### config.mk
export PLATFORM = sky130hd
export DESIGN_NAME = delta_list_event_scheduler
export DESIGN_NICKNAME = d
export VERILOG_FILES = /design/src/rtl/core/dles_pkg.sv /design/src/rtl/core/dles_ctrl.sv /design/src/rtl/core/dles_dp.sv /design/src/rtl/core/delta_list_event_scheduler.sv
export SDC_FILE = /design/constraint.sdc
export NUM_CORES = 2
export LEC_CHECK = 0
export BUFFER_PORTS_ARGS = -buffer_cell sky130_fd_sc_hd__buf_2
export CORE_ASPECT_RATIO = 1.25
export CORE_MARGIN = 2
export CORE_UTILIZATION = 53
export CTS_CLUSTER_DIAMETER = 150
export DETAILED_ROUTE_END_ITERATION = 6
export PLACE_DENSITY = 0.69
export SLEW_MARGIN = 20
export SYNTH_ARGS = -nofsm -noshare
export SYNTH_HDL_FRONTEND = slang
export SYNTH_SLANG_ARGS = --single-unit
### constraint.sdc
create_clock -name clk_i -period 14.9 [get_ports clk_i]
set_clock_uncertainty 0.15 [all_clocks]
set_input_delay 0.745 -clock clk_i [delete_from_list [all_inputs] [get_ports clk_i]]
set_output_delay 0.745 -clock clk_i [all_outputs]
set_load 0.01 [all_outputs]
### src/rtl/core/dles_pkg.sv
// Shared types and constants for the delta-list event scheduler.
`default_nettype none
package dles_pkg;

  localparam int unsigned KindW = 4;
  localparam int unsigned ArgW  = 32;
  localparam int unsigned SlotW = 4;
  localparam int unsigned CycW  = 32;
  localparam int unsigned MaxRes = 16;

  typedef enum logic [1:0] {
    CmdAdd    = 2'd0,
    CmdRemove = 2'd1,
    CmdStep   = 2'd2,
    CmdNone   = 2'd3
  } cmd_e;

  typedef enum logic [2:0] {
    StAdded   = 3'd0,
    StFull    = 3'd1,
    StRemoved = 3'd2,
    StAbsent  = 3'd3,
    StFired   = 3'd4,
    StNoEvent = 3'd5
  } status_e;

  typedef struct packed {
    logic [1:0]       cmd;
    logic [KindW-1:0] event_kind;
    logic [ArgW-1:0]  event_arg;
    logic [31:0]      delay;
    logic [SlotW-1:0] slot;
    logic [CycW-1:0]  cycles;
  } in_item_t;

  typedef struct packed {
    logic [2:0]       status;
    logic [SlotW-1:0] out_slot;
    logic [KindW-1:0] out_kind;
    logic [ArgW-1:0]  out_arg;
    logic             last;
  } out_item_t;

  typedef enum logic [3:0] {
    SIdle,
    SAddHead,
    SAddWalk,
    SAddLink,
    SRemFold,
    SRemWalk,
    SStepHead,
    SStepFire,
    SEmit,
    SWait
  } state_e;

  // Controller to datapath commands.
  typedef struct packed {
    logic   load;
    state_e op;
    logic   emit;
  } dp_cmd_t;

  // Datapath to controller status.
  typedef struct packed {
    cmd_e   cmd;
    logic   full;
    logic   used_rm;
    logic   head_nil;
    logic   rem_is_head;
    logic   walk_done;
    logic   step_stop;
    logic   step_fire;
    logic   step_end;
    logic   out_busy;
    logic   out_taken;
  } dp_sts_t;

endpackage
`default_nettype wire

### src/rtl/core/dles_ctrl.sv
// Sequencing state machine for the scheduler.
`default_nettype none
module dles_ctrl (
  input  logic              clk_i,
  input  logic              rst_ni,
  input  logic              in_valid_i,
  output logic              in_ready_o,
  input  dles_pkg::dp_sts_t sts_i,
  output dles_pkg::dp_cmd_t cmd_o
);
  import dles_pkg::*;

  state_e state_q, state_d;

  always_ff @(posedge clk_i or negedge rst_ni) begin
    if (!rst_ni) begin
      state_q <= SIdle;
    end else begin
      state_q <= state_d;
    end
  end

  always_comb begin
    state_d = state_q;
    unique case (state_q)
      SIdle: begin
        if (in_valid_i) begin
          state_d = SEmit;
          unique case (sts_i.cmd)
            CmdAdd:    if (!sts_i.full) state_d = SAddHead;
            CmdRemove: if (sts_i.used_rm) state_d = SRemFold;
            CmdStep:   state_d = SStepHead;
            default:   state_d = SEmit;
          endcase
        end
      end
      SAddHead: state_d = sts_i.head_nil ? SEmit : SAddWalk;
      SAddWalk: if (sts_i.walk_done) state_d = SAddLink;
      SAddLink: state_d = SEmit;
      SRemFold: state_d = sts_i.rem_is_head ? SEmit : SRemWalk;
      SRemWalk: if (sts_i.walk_done) state_d = SEmit;
      SStepHead: begin
        if (sts_i.step_end) begin
          state_d = SEmit;
        end else if (sts_i.step_fire) begin
          state_d = SStepFire;
        end
      end
      SStepFire: begin
        if (!sts_i.out_busy) begin
          state_d = sts_i.step_stop ? SWait : SStepHead;
        end
      end
      SEmit: if (!sts_i.out_busy) state_d = SWait;
      SWait: if (sts_i.out_taken || !sts_i.out_busy) state_d = SIdle;
      default: state_d = SIdle;
    endcase
  end

  always_comb begin
    in_ready_o  = (state_q == SIdle);
    cmd_o.load  = (state_q == SIdle) && in_valid_i;
    cmd_o.op    = state_q;
    cmd_o.emit  = ((state_q == SEmit) || (state_q == SStepFire)) && !sts_i.out_busy;
  end

endmodule
`default_nettype wire

### src/rtl/core/dles_dp.sv
// Slot pool, linked delta list and result register.
`default_nettype none
module dles_dp #(
  parameter int unsigned NumSlots  = 16,
  parameter int unsigned DelayBits = 32
) (
  input  logic                clk_i,
  input  logic                rst_ni,
  input  dles_pkg::in_item_t  in_data_i,
  input  dles_pkg::dp_cmd_t   cmd_i,
  output dles_pkg::dp_sts_t   sts_o,
  output logic                out_valid_o,
  input  logic                out_ready_i,
  output dles_pkg::out_item_t out_data_o
);
  import dles_pkg::*;

  localparam int unsigned IdxW = $clog2(NumSlots + 1);
  localparam int unsigned PW   = $clog2(NumSlots);
  localparam logic [IdxW-1:0] Nil = IdxW'(NumSlots);
  localparam int unsigned CntW = $clog2(MaxRes + 1);

  logic [NumSlots-1:0]  used_q, used_d;
  logic [IdxW-1:0]      next_q  [NumSlots];
  logic [DelayBits-1:0] delta_q [NumSlots];
  logic [KindW-1:0]     kind_q  [NumSlots];
  logic [ArgW-1:0]      arg_q   [NumSlots];
  logic [IdxW-1:0]      head_q, head_d;

  in_item_t             it_q;
  logic [PW-1:0]        new_q;
  logic                 full_q, rm_hit_q;
  logic [DelayBits-1:0] d_q, d_d;
  logic [IdxW-1:0]      q_q, q_d, p_q, p_d;
  logic [CntW-1:0]      k_q, k_d;
  logic [CycW-1:0]      cyc_q, cyc_d;

  logic                 ov_q;
  out_item_t            od_q, od_d;
  logic                 fire_last;

  logic [PW-1:0]        free_idx;
  logic                 full;
  logic [PW-1:0]        rm;
  logic [PW-1:0]        hp, pp, qp, np;
  logic                 p_nil, n_nil, n_hold, cap;
  logic [DelayBits-1:0] dly, hsub, cyc_ext;
  logic [DelayBits-1:0] hd_new;
  logic                 walk_go;

  always_comb begin
    free_idx = '0;
    full     = 1'b1;
    for (int i = NumSlots - 1; i >= 0; i--) begin
      if (!used_q[i]) begin
        free_idx = PW'(i);
        full     = 1'b0;
      end
    end
  end

  assign rm    = PW'(it_q.slot);
  assign hp    = head_q[PW-1:0];
  assign pp    = p_q[PW-1:0];
  assign qp    = q_q[PW-1:0];
  assign np    = next_q[hp][PW-1:0];
  assign p_nil = (p_q >= Nil);
  assign n_nil = (next_q[hp] >= Nil);
  assign dly   = DelayBits'(it_q.delay);
  assign cyc_ext = (DelayBits >= CycW) ? DelayBits'(cyc_q) :
                   ((cyc_q >> DelayBits) != '0 ? '1 : DelayBits'(cyc_q));
  assign hsub  = (cyc_ext < delta_q[hp]) ? cyc_ext : delta_q[hp];
  assign hd_new = delta_q[hp] - hsub;
  assign n_hold = (delta_q[np] > cyc_ext);
  assign cap    = (k_q + 1'b1 >= CntW'(MaxRes));
  assign walk_go = !p_nil && (d_q > delta_q[pp]);

  always_comb begin
    sts_o.cmd         = cmd_e'(in_data_i.cmd);
    sts_o.full        = full;
    sts_o.used_rm     = ((in_data_i.slot) < SlotW'(NumSlots) || NumSlots > 15)
                        && used_q[PW'(in_data_i.slot)];
    sts_o.head_nil    = (head_q >= Nil);
    sts_o.rem_is_head = (head_q == IdxW'(rm));
    sts_o.walk_done   = (cmd_i.op == SAddWalk) ? !walk_go :
                        (p_nil || next_q[pp] == IdxW'(rm));
    sts_o.step_end    = (head_q >= Nil) || (k_q >= CntW'(MaxRes)) ||
                        (cyc_q == '0 && delta_q[hp] != '0);
    sts_o.step_fire   = (hd_new == '0);
    sts_o.step_stop   = cap || n_nil || n_hold;
    sts_o.out_busy    = ov_q && !out_ready_i;
    sts_o.out_taken   = ov_q && out_ready_i;
  end

  always_ff @(posedge clk_i or negedge rst_ni) begin
    if (!rst_ni) begin
      used_q <= '0;
      head_q <= Nil;
      ov_q   <= 1'b0;
      k_q    <= '0;
    end else begin
      used_q <= used_d;
      head_q <= head_d;
      k_q    <= k_d;
      if (cmd_i.emit) begin
        ov_q <= 1'b1;
      end else if (out_ready_i) begin
        ov_q <= 1'b0;
      end
    end
  end

  always_ff @(posedge clk_i) begin
    d_q   <= d_d;
    q_q   <= q_d;
    p_q   <= p_d;
    cyc_q <= cyc_d;
    if (cmd_i.emit) od_q <= od_d;
    if (cmd_i.load) begin
      it_q     <= in_data_i;
      new_q    <= free_idx;
      full_q   <= full;
      rm_hit_q <= sts_o.used_rm;
    end
    unique case (cmd_i.op)
      SAddHead: begin
        kind_q[new_q] <= it_q.event_kind;
        arg_q[new_q]  <= it_q.event_arg;
        if (head_q >= Nil) begin
          delta_q[new_q] <= dly;
          next_q[new_q]  <= Nil;
        end else if (dly < delta_q[hp]) begin
          delta_q[hp]    <= delta_q[hp] - dly;
          delta_q[new_q] <= dly;
          next_q[new_q]  <= head_q;
        end
      end
      SAddLink: begin
        if (!(q_q == Nil)) begin
          next_q[qp]     <= IdxW'(new_q);
          next_q[new_q]  <= p_nil ? Nil : p_q;
          delta_q[new_q] <= d_q;
          if (!p_nil) delta_q[pp] <= delta_q[pp] - d_q;
        end
      end
      SRemFold: begin
        if (next_q[rm] < Nil) begin
          delta_q[next_q[rm][PW-1:0]] <= delta_q[next_q[rm][PW-1:0]] + delta_q[rm];
        end
      end
      SRemWalk: begin
        if (!p_nil && next_q[pp] == IdxW'(rm)) next_q[pp] <= next_q[rm];
      end
      SStepHead: begin
        if (!sts_o.step_end) delta_q[hp] <= hd_new;
      end
      SStepFire: begin
        if (!sts_o.out_busy && !cap && !n_nil && n_hold) begin
          delta_q[np] <= delta_q[np] - cyc_ext;
        end
      end
      default: ;
    endcase
  end

  always_comb begin
    used_d = used_q;
    head_d = head_q;
    d_d    = d_q;
    q_d    = q_q;
    p_d    = p_q;
    k_d    = k_q;
    cyc_d  = cyc_q;
    od_d   = '0;
    fire_last = sts_o.step_stop;
    if (cmd_i.load) begin
      k_d   = '0;
      cyc_d = in_data_i.cycles;
    end
    unique case (cmd_i.op)
      SAddHead: begin
        used_d[new_q] = 1'b1;
        q_d = Nil;
        if (head_q >= Nil || dly < delta_q[hp]) begin
          head_d = IdxW'(new_q);
          p_d    = Nil;
        end else begin
          d_d = dly - delta_q[hp];
          q_d = head_q;
          p_d = next_q[hp];
        end
      end
      SAddWalk: begin
        if (walk_go) begin
          d_d = d_q - delta_q[pp];
          q_d = p_q;
          p_d = next_q[pp];
        end
      end
      SRemFold: begin
        used_d[rm] = 1'b0;
        if (head_q == IdxW'(rm)) head_d = next_q[rm];
        p_d = head_q;
      end
      SRemWalk: begin
        if (!(p_nil || next_q[pp] == IdxW'(rm))) p_d = next_q[pp];
      end
      SStepHead: begin
        if (!sts_o.step_end) begin
          cyc_d = cyc_q - CycW'(hsub);
          q_d   = head_q;
        end
      end
      SStepFire: begin
        if (!sts_o.out_busy) begin
          used_d[hp] = 1'b0;
          head_d     = next_q[hp];
          k_d        = k_q + 1'b1;
        end
      end
      default: ;
    endcase
    unique case (cmd_i.op)
      SStepFire: begin
        od_d.status   = StFired;
        od_d.out_slot = SlotW'(hp);
        od_d.out_kind = kind_q[hp];
        od_d.out_arg  = arg_q[hp];
        od_d.last     = fire_last;
      end
      SEmit: begin
        od_d.last = 1'b1;
        unique case (cmd_e'(it_q.cmd))
          CmdAdd: begin
            if (full_q) begin
              od_d.status = StFull;
            end else begin
              od_d.status   = StAdded;
              od_d.out_slot = SlotW'(new_q);
            end
          end
          CmdRemove: begin
            od_d.status   = rm_hit_q ? StRemoved : StAbsent;
            od_d.out_slot = it_q.slot;
          end
          default: od_d.status = StNoEvent;
        endcase
      end
      default: ;
    endcase
  end

  assign out_valid_o = ov_q;
  assign out_data_o  = od_q;

endmodule
`default_nettype wire

### src/rtl/core/delta_list_event_scheduler.sv
// Top level of the delta-list event scheduler.
// Commands arrive on the in channel (valid/ready): add, remove or advance time.
// Results leave on the out channel (valid/ready), one per transfer; last marks
// the final result of a command. One command is in flight at a time.
// Add: a first entry goes in from the head check; any other add walks the list
// past the entries whose deltas its delay exceeds, then links in.
// Remove: the head is dropped at the fold step; any other slot is unlinked
// from its predecessor after a walk from the head.
// Advance time: one result per fired event, up to sixteen events; a step that
// fires nothing answers with one no-event result.
// The next command is taken in the cycle after the last result's transfer.
// The result register holds one result; a stalled receiver holds the
// sequencer at the waiting result.
// Reset empties the list and drops any pending result.
// Slot storage is flip-flops; the list walk sets the rate.
`default_nettype none
module delta_list_event_scheduler #(
  parameter int unsigned NUM_SLOTS  = 16,
  parameter int unsigned DELAY_BITS = 32
) (
  input  logic                clk_i,
  input  logic                rst_ni,
  input  logic                in_valid_i,
  output logic                in_ready_o,
  input  dles_pkg::in_item_t  in_data_i,
  output logic                out_valid_o,
  input  logic                out_ready_i,
  output dles_pkg::out_item_t out_data_o
);
  import dles_pkg::*;

  dp_cmd_t cmd;
  dp_sts_t sts;

  dles_ctrl u_ctrl (
    .clk_i, .rst_ni, .in_valid_i, .in_ready_o, .sts_i(sts), .cmd_o(cmd)
  );

  dles_dp #(.NumSlots(NUM_SLOTS), .DelayBits(DELAY_BITS)) u_dp (
    .clk_i, .rst_ni, .in_data_i, .cmd_i(cmd), .sts_o(sts),
    .out_valid_o, .out_ready_i, .out_data_o
  );

endmodule
`default_nettype wire

==> key figures <==
Run status
  • Outcome: finished, final reports clean

Clocking
  • Setup bufs post-CTS: 0
  • Clock sinks: 1,405
  • Htree depth: 4
  • Clock latency at the later pin of the worst-skew pair: 0.83 ns
  • CTS Buffer Depth: 3
  • Reg clk slew, reported paths: 0.06 ns
  • Num CTS Buffers: 148
  • CTS Root Buffer Type: clkbuf_16
  • CTS tree: built

Logic synthesis
  • Area contributors post-synth: edfxtp_1 42%, mux4_2 22%, mux2i_1 6.7%
  • Sequential-to-total area share from yosys stat: 0.441
  • Yosys reg bits: 1,405
  • Async SR Flop Fraction: 0.0221
  • Most frequent cell after synthesis: edfxtp_1
  • Synth warn: 0
  • Unique cell type count in the Yosys netlist: 101
  • Most instantiated cells after synthesis: 1,318 x edfxtp_1, 919 x mux4_2, 628 x mux2i_1, 505 x nand2_1, 444 x nor2_1
  • Mapped Cells: 7,284
  • Number of synthesized flops with an enable pin: 1,318
  • Syn nets: 7,639
  • Top cell type's share of synthesized area: 0.421
  • Main flop type after synthesis: edfxtp_1
  • Synth area leader: edfxtp_1
  • Avg Cell Area, Syn: 12.9 um^2
  • Mapped cell area: 0.0941 mm^2

Worst setup path
  • Worst setup EP type: flip-flop
  • Max Fanout on Critical Path: 83
  • Worst r2r path cells: 17
  • Worst Setup Start Kind: flip-flop
  • RR Endpoint: u_dp.delta_q[10][11]$_DFFE_PP_
  • Crit path required time: 15.33 ns
  • Critical path class: flip-flop to flip-flop
  • CP arrival: 11.92 ns
  • R2r startpoint: u_dp.head_q[1]$_DFFE_PN0P_
  • FF-to-FF setup slack: 3.41 ns

Timing
  • Slew Limit Headroom: 0.170
  • Minimum clock period: 11.49 ns
  • RSZ-0062 raised after global routing: no
  • Fmax: 87.0 MHz
  • Post-Route Setup TNS: 0 ns
  • Slew Viols, Final: 0
  • Final hold viol count: 0
  • Finish-stage setup viols: 0
  • Tcrit/Tclk final: 0.771
  • Least-Margin Pin Slew: 1.23 ns

Finish
  • Final Net Count: 7,645
  • Multi-input gate area: 0.0500 mm^2
  • Synth-to-layout area growth: 9.95%
  • Register area: 0.0415 mm^2
  • Fill count: 14,000
  • Share of layout cells above drive strength 1: 0.234

Floorplan
  • DIE HEIGHT: 475 um
  • FP Rows: 172
  • Die area: 0.181 mm^2
  • Initial Utilization: 0.535
  • I/O pins: 156
  • Placeable core area: 0.176 mm^2
  • Die X-Extent: 381 um

Drt
  • Starting DRT DRC Count: 10,400
  • Vias: 71,300
  • Remaining antenna violation count: 0
  • Routed WL per cell: 36.3 um
  • Drc violations: 0
  • Vias/cell: 7.30
  • Total Wirelength: 354,000 um
  • TritonRoute pass-1 iters: 7

Global route
  • Vias in the first global route: 70,600
  • First-pass GRT wire length: 503,000 um
  • Initial antenna violation count: 7
  • Total GRT Usage: 0.388
  • Congestion Overflow GR: 0
  • Pin count of the biggest net entering global routing: 105

Worst hold path
  • Startpoint of the worst hold path: in_data_i[34]
  • Hold Path Class: primary input to flip-flop
  • Worst Hold End: u_dp.rm[2]$_DFFE_PP_
  • Worst hold path depth: 1

Placed design
  • Routability cong.: 0.987
  • I/O Buffers: 155
  • DP HPWL: 238,000 um

Run
  • MaxCap Viol Count: 0
[per-stage QoR]
stage | hold WS (ns) | cells | utilization | worst slack, ns | instance area, um^2
final | 0.0401 | 9764 | 0.588 | 3.41 | 103000
after global routing | 0.0389 | 9762 | 0.588 | 3.52 | 103000
after CTS | 0.00546 | 9760 | 0.588 | 3.98 | 103000
after detailed placement | 0.365 | 9419 | 0.555 | 4.00 | 97600
after global placement | 0.320 | 9419 | 0.555 | 3.91 | 97600
after floorplan | 0.299 | 7284 | - | 4.48 | 94100
[critical path, stage by stage, from the launching register on]
cell	delay (ns)
dfrtp_4	0.78
buf_4	0.65
buf_12	0.58
buf_4	0.72
mux4_2	0.44
o22ai_1	0.70
nor2b_1	0.30
or4_1	0.55
a2111oi_0	0.30
nand4_1	0.44
a211oi_2	1.06
nand3_2	1.08
nand2_1	0.58
buf_4	0.43
o21ai_1	0.42
nor2_4	0.84
buf_4	0.59
mux2i_1	0.49
[what timing repair did]
item	4_1_cts	5_1_grt
hold buffers	70	0
resized for setup	0	0
endpoints found under the hold margin	99	0
[layer usage]
metal	global-route usage	vias up	share of wire
li1	-	29000	-
met1	0.454	35500	0.33
met2	0.615	5449	0.46
met3	0.117	1370	0.12
met4	0.268	6	0.084
met5	0	-	0.00012
[worst max path at each step]
| stage | endpoint | start | cells past startpoint |
|---|---|---|---|
| final | u_dp.delta_q[10][11]$_DFFE_PP_ | u_dp.head_q[1]$_DFFE_PN0P_ | 17 |
| after global routing | u_dp.delta_q[10][11]$_DFFE_PP_ | u_dp.head_q[1]$_DFFE_PN0P_ | 17 |
| after CTS | u_ctrl.state_q[0]$_DFFE_PN0P_ | u_dp.head_q[1]$_DFFE_PN0P_ | 29 |
| after detailed placement | u_ctrl.state_q[0]$_DFFE_PN0P_ | u_dp.head_q[1]$_DFFE_PN0P_ | 29 |
| after global placement | u_dp.delta_q[3][3]$_DFFE_PP_ | u_dp.head_q[0]$_DFFE_PN0P_ | 26 |
| after floorplan | u_dp.delta_q[15][0]$_DFFE_PP_ | u_dp.head_q[1]$_DFFE_PN0P_ | 35 |
[cell usage in the layout (no fill, tap or decap), types with 31 or more instances in the layout]
master and n:
a31oi_1 73, inv_1 229, nor2_1 418, xnor2_1 135, a21oi_1 397, and3_1 53
mux2i_1 626, mux2_2 57, dfxtp_1 48, a22oi_1 73, nor2b_1 58, nand4_1 45
o21a_1 36, nand3_1 88, nand2_1 503, xor2_1 77, buf_2 154, and2_1 50
o21ai_0 343, buf_4 194, a21o_1 99, nand2b_1 56, dlygate4sd3_1 70, clkbuf_16 148
nor3_1 78, a211oi_1 52, mux4_2 912, edfxtp_1 1318, ha_1 239, nor4_1 31
[sequential cells by signal, summed over array words and instances, names as in the netlist, 16 cells and up, named ones only]
register	flops
u_dp.arg_q	512
u_dp.cyc_ext	32
u_dp.d_q	32
u_dp.delta_q	512
u_dp.dly	32
u_dp.it_q	38
u_dp.kind_q	64
u_dp.next_q	80
u_dp.out_data_o	44
u_dp.used_q	16
[cell families (layout without fill, tap and decap cells)]
kind of cell | after synthesis | count (layout) | share of synthesized area
buf+inv | 803 | 930 | 0.0354
mux | 1606 | 1606 | 0.294
other cells | 0 | 4 | 0
flops | 1405 | 1405 | 0.441
compound gates | 1477 | 1477 | 0.100
xor+xnor | 215 | 215 | 0.0202
fa+ha+maj | 259 | 259 | 0.0345
simple gates | 1519 | 1519 | 0.0747
[final cells by class]
class / count / share of cell area
Tap cell: 2349 / 0.0284
Sequential cell: 1405 / 0.401
Multi-Input combinational cell: 5076 / 0.483
Inverter: 235 / 0.00855
Clock inverter: 91 / 0.0116
Clock buffer: 180 / 0.0375
Antenna cell: 4 / 0.0000967
Timing Repair Buffer: 424 / 0.0295
Power is not shown: default switching activity piles up to over one toggle a cycle in this logic, so the estimate is an artifact.
